$ cat src/rtl/assert_macros.svh
// ---------------------------------------------------------------------------
// assert_macros.svh
// Shared concurrent assertion macros. They compile away under SYNTHESIS.
// ---------------------------------------------------------------------------
`ifndef ASSERT_MACROS_SVH
`define ASSERT_MACROS_SVH

`ifndef SYNTHESIS
// Same-cycle implication, disabled while reset is high
`define ASSERT_IMPL(label, clk, rst, ante, cons) \
  label: assert property (@(posedge clk) disable iff (rst) (ante) |-> (cons)) \
    else $error("assertion failed: same-cycle implication");
// Next-cycle implication, disabled while reset is high
`define ASSERT_NEXT(label, clk, rst, ante, cons) \
  label: assert property (@(posedge clk) disable iff (rst) (ante) |=> (cons)) \
    else $error("assertion failed: next-cycle implication");
`else
`define ASSERT_IMPL(label, clk, rst, ante, cons)
`define ASSERT_NEXT(label, clk, rst, ante, cons)
`endif

`endif

$ cat src/rtl/cbws_pkg.sv
// ---------------------------------------------------------------------------
// cbws_pkg
// Widths, limits and register indexes of the clamped box window sum unit.
// ---------------------------------------------------------------------------
package cbws_pkg;

  // Field size and derived widths
  localparam int MAX_FIELD  = 64;
  localparam int ADDR_W     = $clog2(MAX_FIELD);
  localparam int CNT_W      = $clog2(MAX_FIELD + 1);

  // Data widths
  localparam int SAMPLE_W   = 16;
  localparam int SUM_W      = 22;
  localparam int GAIN_W     = 16;
  localparam int RADIUS_W   = 6;
  localparam int PROD_W     = SUM_W + GAIN_W;
  localparam int OUT_W      = 32;
  localparam int GAIN_SHIFT = 12;
  localparam int CFG_IDX_W  = 1;
  localparam int CFG_DATA_W = 16;

  // Reset value of the gain: 1.0 in Q4.12
  localparam logic signed [GAIN_W-1:0] GAIN_RESET = GAIN_W'(4096);

  // Configuration register indexes
  localparam logic [CFG_IDX_W-1:0] REG_WINDOW_RADIUS = 1'b0;
  localparam logic [CFG_IDX_W-1:0] REG_GAIN          = 1'b1;

endpackage

$ cat src/rtl/cbws_ram.sv
// ---------------------------------------------------------------------------
// cbws_ram
// Generic RAM: one write port, two read ports with registered read data.
// ---------------------------------------------------------------------------
module cbws_ram #(
  parameter int WIDTH = 8,
  parameter int DEPTH = 16
) (
  input  logic                     clk,
  input  logic                     we,
  input  logic [$clog2(DEPTH)-1:0] waddr,
  input  logic [WIDTH-1:0]         wdata,
  input  logic                     re,
  input  logic [$clog2(DEPTH)-1:0] raddr_a,
  input  logic [$clog2(DEPTH)-1:0] raddr_b,
  output logic [WIDTH-1:0]         rdata_a,
  output logic [WIDTH-1:0]         rdata_b
);

  logic [WIDTH-1:0] mem [DEPTH];

  // Write port
  always_ff @(posedge clk) begin
    if (we) begin
      mem[waddr] <= wdata;
    end
  end

  // Read ports, data held while re is low
  always_ff @(posedge clk) begin
    if (re) begin
      rdata_a <= mem[raddr_a];
      rdata_b <= mem[raddr_b];
    end
  end

endmodule

$ cat src/rtl/clamped_box_window_sum_unit.sv
// ---------------------------------------------------------------------------
// clamped_box_window_sum_unit
// Loads a field of samples into a prefix-sum memory, then emits the gain
// scaled, clamped box window sum for every loaded position.
// ---------------------------------------------------------------------------
// Load: one sample per cycle unless stalled, prefix sum written to RAM in the same cycle.
// Emit: a field of n samples gives n results, one per cycle unless result_stall
//   holds them; each passes RAM read, subtract, multiply and output register.
//   Sample input is stalled while the n positions are issued to the prefix RAM
//   with two read ports, one position per cycle unless result_stall holds it.
// Reset: radius 0, gain 1.0, empty field; the prefix RAM is not cleared.
`include "assert_macros.svh"

module clamped_box_window_sum_unit (
  input  logic                                  clk,
  input  logic                                  rst,
  // sample channel
  input  logic                                  sample_valid,
  output logic                                  sample_stall,
  input  logic signed [cbws_pkg::SAMPLE_W-1:0]  sample,
  input  logic                                  frame_end,
  // result channel
  output logic                                  result_valid,
  input  logic                                  result_stall,
  output logic signed [cbws_pkg::OUT_W-1:0]     weighted_sum,
  output logic                                  last_out,
  // configuration write channel
  input  logic                                  cfg_valid,
  output logic                                  cfg_ready,
  input  logic [cbws_pkg::CFG_IDX_W-1:0]        cfg_index,
  input  logic [cbws_pkg::CFG_DATA_W-1:0]       cfg_data
);

  import cbws_pkg::*;

  typedef enum logic {ST_LOAD, ST_EMIT} state_t;

  state_t                     state;
  logic [RADIUS_W-1:0]        window_radius;
  logic signed [GAIN_W-1:0]   gain;
  logic [CNT_W-1:0]           sample_count;
  logic signed [SUM_W-1:0]    running_total;
  logic [CNT_W-1:0]           field_len;
  logic [ADDR_W-1:0]          pos;

  logic                       sample_acc;
  logic                       frame_close;
  logic signed [SUM_W-1:0]    total_next;
  logic                       adv;
  logic                       issue;
  logic [CNT_W-1:0]           right_full;
  logic [CNT_W-1:0]           last_pos;
  logic [ADDR_W-1:0]          right_addr;
  logic [ADDR_W-1:0]          left_addr;
  logic                       use_left;
  logic                       is_last;
  logic [SUM_W-1:0]           rd_right;
  logic [SUM_W-1:0]           rd_left;

  // pipeline stage registers
  logic                       v1, v2, v3;
  logic                       use_left1, last1, last2, last3;
  logic signed [SUM_W-1:0]    sum2;
  logic signed [PROD_W-1:0]   prod3;

  assign cfg_ready = 1'b1;

  // Configuration registers
  always_ff @(posedge clk) begin
    if (rst) begin
      window_radius <= '0;
      gain          <= GAIN_RESET;
    end else if (cfg_valid && cfg_ready) begin
      unique case (cfg_index)
        REG_WINDOW_RADIUS: window_radius <= cfg_data[RADIUS_W-1:0];
        REG_GAIN:          gain          <= $signed(cfg_data[GAIN_W-1:0]);
        default: ;
      endcase
    end
  end

  // Load side
  assign sample_stall = (state == ST_EMIT);
  assign sample_acc   = sample_valid && !sample_stall;
  assign frame_close  = frame_end || (sample_count == CNT_W'(MAX_FIELD - 1));
  assign total_next   = running_total + SUM_W'(sample);

  // Emit side addressing: window clamped to [0, field_len-1]
  assign adv        = !result_valid || !result_stall;
  assign issue      = (state == ST_EMIT) && adv;
  assign right_full = CNT_W'(pos) + CNT_W'(window_radius);
  assign last_pos   = field_len - CNT_W'(1);
  assign right_addr = (right_full > last_pos) ? last_pos[ADDR_W-1:0]
                                              : right_full[ADDR_W-1:0];
  assign use_left   = pos > window_radius;
  assign left_addr  = pos - window_radius - ADDR_W'(1);
  assign is_last    = (CNT_W'(pos) == last_pos);

  // Prefix-sum memory
  cbws_ram #(
    .WIDTH (SUM_W),
    .DEPTH (MAX_FIELD)
  ) u_prefix_ram (
    .clk     (clk),
    .we      (sample_acc),
    .waddr   (sample_count[ADDR_W-1:0]),
    .wdata   (total_next),
    .re      (issue),
    .raddr_a (right_addr),
    .raddr_b (left_addr),
    .rdata_a (rd_right),
    .rdata_b (rd_left)
  );

  // Sequencer: load then emit
  always_ff @(posedge clk) begin
    if (rst) begin
      state         <= ST_LOAD;
      sample_count  <= '0;
      running_total <= '0;
      field_len     <= '0;
      pos           <= '0;
    end else begin
      unique case (state)
        ST_LOAD: begin
          if (sample_acc) begin
            if (frame_close) begin
              field_len     <= sample_count + CNT_W'(1);
              sample_count  <= '0;
              running_total <= '0;
              pos           <= '0;
              state         <= ST_EMIT;
            end else begin
              sample_count  <= sample_count + CNT_W'(1);
              running_total <= total_next;
            end
          end
        end
        ST_EMIT: begin
          if (issue) begin
            pos <= pos + ADDR_W'(1);
            if (is_last) begin
              state <= ST_LOAD;
            end
          end
        end
        default: state <= ST_LOAD;
      endcase
    end
  end

  // Result pipeline valids
  always_ff @(posedge clk) begin
    if (rst) begin
      v1           <= 1'b0;
      v2           <= 1'b0;
      v3           <= 1'b0;
      result_valid <= 1'b0;
    end else if (adv) begin
      v1           <= issue;
      v2           <= v1;
      v3           <= v2;
      result_valid <= v3;
    end
  end

  // Result pipeline payload: window sum, product, shift
  always_ff @(posedge clk) begin
    if (adv) begin
      if (issue) begin
        use_left1 <= use_left;
        last1     <= is_last;
      end
      sum2  <= $signed(rd_right) - (use_left1 ? $signed(rd_left) : SUM_W'(0));
      last2 <= last1;
      prod3 <= PROD_W'(sum2) * PROD_W'(gain);
      last3 <= last2;
      // floor shift; the shifted product always fits 32 bits
      weighted_sum <= OUT_W'(prod3 >>> GAIN_SHIFT);
      last_out     <= last3;
    end
  end

  // Assertions
  `ASSERT_NEXT(a_close_enters_emit, clk, rst, sample_acc && frame_close, state == ST_EMIT)
  `ASSERT_IMPL(a_right_in_field, clk, rst, issue, CNT_W'(right_addr) < field_len)
  `ASSERT_IMPL(a_count_in_range, clk, rst, 1'b1, sample_count < CNT_W'(MAX_FIELD))
  `ASSERT_IMPL(a_left_below_right, clk, rst, issue && use_left, left_addr < right_addr)

endmodule
$ cat config.mk
export PLATFORM = sky130hd
export DESIGN_NAME = clamped_box_window_sum_unit
export DESIGN_NICKNAME = d
export VERILOG_FILES = /design/src/rtl/cbws_pkg.sv /design/src/rtl/cbws_ram.sv /design/src/rtl/clamped_box_window_sum_unit.sv
export VERILOG_INCLUDE_DIRS = /design/src /design/src/rtl
export SDC_FILE = /design/constraint.sdc
export NUM_CORES = 2
export LEC_CHECK = 0
export ABC_AREA = 0
export BUFFER_PORTS_ARGS = -buffer_cell sky130_fd_sc_hd__buf_2
export CAP_MARGIN = 20
export CELL_PAD_IN_SITES_DETAIL_PLACEMENT = 1
export CELL_PAD_IN_SITES_GLOBAL_PLACEMENT = 1
export CORE_MARGIN = 4
export CORE_UTILIZATION = 53
export CTS_CLUSTER_SIZE = 24
export DETAILED_ROUTE_END_ITERATION = 10
export PLACE_DENSITY = 0.83
export SLEW_MARGIN = 10
export SYNTH_ARGS = -nofsm -noshare
export SYNTH_HDL_FRONTEND = slang
export SYNTH_SLANG_ARGS = --single-unit
$ cat constraint.sdc
create_clock -name clk -period 15.7 [get_ports clk]
set_clock_uncertainty 0.15 [all_clocks]
set_input_delay 0.785 -clock clk [delete_from_list [all_inputs] [get_ports clk]]
set_output_delay 0.785 -clock clk [all_outputs]
set_load 0.01 [all_outputs]
==> results.txt <==
The number of distinct library cell variants in the gate-level netlist after synthesis was 72. At the worst endpoint, the arrival time is 8.97 ns. The type of the setup path with the least slack was register to register. Die area: 172000 um2. Summed over all instances, the cell type with the most area after synthesis is edfxtp_1. OpenSTA, run right after detailed placement, puts the worst setup slack at 7.37 ns.

After global routing the overflow that remains totals 0. In this run the number of H-tree levels came out at 4. The run gives 0 as the number of DRC violations after detailed routing.

For this run, the top clock speed supported by timing is 117 MHz. Setup repair after global routing left no endpoint under its margin. Traced cell by cell, the critical path runs through inv_1, ha_1, nand2b_1, a221oi_1, nor4_1, a211oi_2, ha_1, and3_1, and3_1, a31oi_1, o2111a_4, buf_12, buf_4, buf_4, mux2i_1, mux2i_1, o22ai_1, nor4b_1, or4_1.

The first-pass GRT wire length is 455000 um. The first TritonRoute pass finished after 8 iterations. The worst pin sits at a relative slew slack of 19.3%. Counting along the longest clock path gives a buffer depth of 3.

TritonCTS built the clock tree. The switching share of power was 32.9%; the number of cell instances on the worst register-to-register path was 19. The worst-margin pin slew works out to 1.21 ns. Once routing completed, OpenROAD measured the worst setup slack at 7.16 ns.

The number of setup buffers added after CTS was 0; the y dimension of the die was 415 um. The summed instance area of the synthesized netlist was 87900 um2. The run gives 0 ns as the final sum of negative setup slack.

In this design, the stage delay of the slowest critical-path cell is 0.99 ns. STA classifies the critical path startpoint as a register. Dividing total power by cell area gives a power density of 136 nW/um2. In the post-synthesis netlist, the biggest area contributors are edfxtp_1, mux4_2, fa_1. The TritonCTS sink count was 1600.

The run gives 0.883 as the placer congestion estimate. The via density per instance was 7.05; the number of placed I/O pins was 75. The final clock period utilization by the worst path is 54.4%.

The detailed router put a total of 105000 um of wire on met1. The number of antenna violations at the first check in global routing was 13; the largest net degree at the start of global routing was 141. Once layout is complete, the utilization of the core stands at 58.9%. The flow ran to the end, and the final reports show no timing, DRC or antenna violations.

The endpoint required time on the critical path is 16.13 ns. The run gives 7074 as the final net count. Proportion of netlist area held by the largest area contributor: 52.3%. From synthesis to final layout, the design area changed by 10.5%. The later pin in the worst-skew pair is clocked with a latency of 0.86 ns. In this run the horizontal extent of the chip is 415 um. In this run the worst path has a maximum fanout of 110. Reported net switching power: 0.00436 W.

Synthesis produced a netlist whose cell count is 6533. The internal power of the cells is 0.00889 W, and the final count of hold timing violations is 0. The number of rows created at floorplan was 149; the total routing resource utilization after global routing was 36.2%. Cell at the slowest stage of the critical path: o2111a_4. The number of global-route vias before repair was 66666; the worst IR drop on VDD was 102 uV. The detailed router used layers up to and including met5. Combinational cells account for 29.3% of the total power.

In the synthesized netlist the async set-or-reset flop fraction comes to 0%. Setup violations remaining at the end of the flow were counted as 0. The effective utilization at floorplan was 53.3%; the worst hold path cell count was 3. Most frequent cell after synthesis: edfxtp_1. The post-route netlist has 16.2% of its cells at a drive strength greater than 1. Summed over all nets, the half-perimeter wirelength after detailed placement is 187000 um. In the detailed route, the total length drawn on met3 is 39200 um.

The logs give 0 for the number of max-capacitance violations reported and 0 for the max-slew violation total from the final report. Subtracting the final worst setup slack from the clock period gives 8.54 ns. The count of flip-flops with a built-in enable after synthesis came out at 1531.

The number of gates resized after CTS was 0. The met2 routed wirelength came out at 145000 um. The flip-flop and latch count after synthesis works out to 1600. Dividing the detail-routed wire length by the instance count gives 35.5 um.

STA classifies the critical path endpoint as a register. Summed over all cells, the static leakage comes to 34.8 nW. In this run, the clock network consumes 31.2% of the power.

The most common flop cell mapped by yosys is edfxtp_1. The run gives 9610 as the violation count after the first detailed-route iteration. The total area inside the core boundary comes to 165000 um2. The detailed router placed 62507 vias in this run.

The count of buffers from port buffering was 73; the average cell area after synthesis was 13.5 um2. The logs give 0 for the total number of yosys warnings and 53.9% for the proportion of synthesized chip area in sequential cells. The commonest cells after synthesis are edfxtp_1, nand2_1, mux4_2. The root buffer cell was clkbuf_16. The detail route stage leaves a number of antenna-violating nets equal to 0. Summed over all layers, the routed wires come to 315000 um. The synthesized netlist net count is 7077. The number of buffers inserted during clock tree synthesis came out at 170. Clock-pin slew was measured on the worst setup and hold paths at 0.06 ns. The min-delay analysis places its worst path in the category input pin to register.

The share of total power dissipated in sequential elements is 39.5%. Buffers inserted to repair hold after CTS numbered 0.
==> sequential cells by signal (all words and copies together) (netlist names), 6 cells and up <==
name	cells
window_radius	6
u_prefix_ram.mem	1408
prod3	26
sum2	22
running_total	22
sample_count	7
gain	16
pos	6
weighted_sum	26
u_prefix_ram.rdata_b	22
field_len	7
u_prefix_ram.rdata_a	22
==> per-layer routing <==
layer	track usage, %	up-vias
met5	0.222	-
met4	25.3	12
met3	9.17	1401
met2	56.2	5070
met1	44.6	31923
li1	-	24101
==> through the flow <==
step	cells	instance area, um2	total power (W)	hold slack [ns]
global placement	8541	91500	0.00891	0.252
CTS	8856	97100	0.0132	0.0395
finish	8864	97200	0.0132	0.0850
floorplan	6533	87900	0.00794	0.250
global route	8861	97200	0.0139	0.0683
detailed placement	8543	91500	0.00914	0.256
==> worst paths after layout <==
kind,from,slack [ns],to
setup / recovery,window_radius[1],7.16,u_prefix_ram.rdata_a[16]
hold / removal,cfg_data[14],0.09,gain[14]
setup reg to reg,window_radius[1],7.16,u_prefix_ram.rdata_a[16]
hold reg to reg,prod3[18],0.27,weighted_sum[6]
==> logic make-up after synthesis <==
group	synth area share (%)
simple gates	10.4
flops	53.9
buf+inv	3.95
mux	16.2
compound gates	4.45
fa+ha+maj	10.2
xor+xnor	0.946
other cells	0.00427
==> layout make-up <==
| cell class | count | area [um2] |
|---|---|---|
| fill | 15672 | 67800 |
| tap | 2189 | 2740 |
| clock inverter | 107 | 1160 |
| antenna | 4 | 10.0 |
| clock buffer | 206 | 4460 |
| timing repair buffer | 249 | 1820 |
| sequential | 1600 | 47400 |
| multi-input combinational | 4065 | 38000 |
| inverter | 444 | 1670 |
==> power by group through the flow <==
stage	Combinational (W)	Sequential [W]	Clock, W
2_1_floorplan	0.00272	0.00522	0
3_3_place_gp	0.00361	0.00530	0
3_5_place_dp	0.00382	0.00532	0
4_1_cts	0.00387	0.00523	0.00414
5_1_grt	0.00428	0.00524	0.00434
6_report	0.00388	0.00523	0.00413
==> worst max-delay path: cells and delay by family (launching register included) <==
| kind | cells | cell delay (ns) |
|---|---|---|
| buffers and inverters | 4 | 2.30 |
| muxes | 2 | 0.53 |
| adders and majority gates | 2 | 0.72 |
| and+or+nand+nor | 6 | 1.27 |
| DFF | 1 | 0.48 |
| AOI/OAI and AO/OA | 5 | 2.46 |
==> cell usage in the layout (no fill, tap or decap), drive strengths merged, types with 139 or more instances in the layout <==
master / n
fa: 349
nand2: 1071
mux2i: 409
and2: 139
ha: 156
clkbuf: 207
nor2: 178
mux4: 450
nand3: 370
inv: 448
buf: 248
edfxtp: 1531
a21oi: 268
Power figures use the tool's default switching activity.
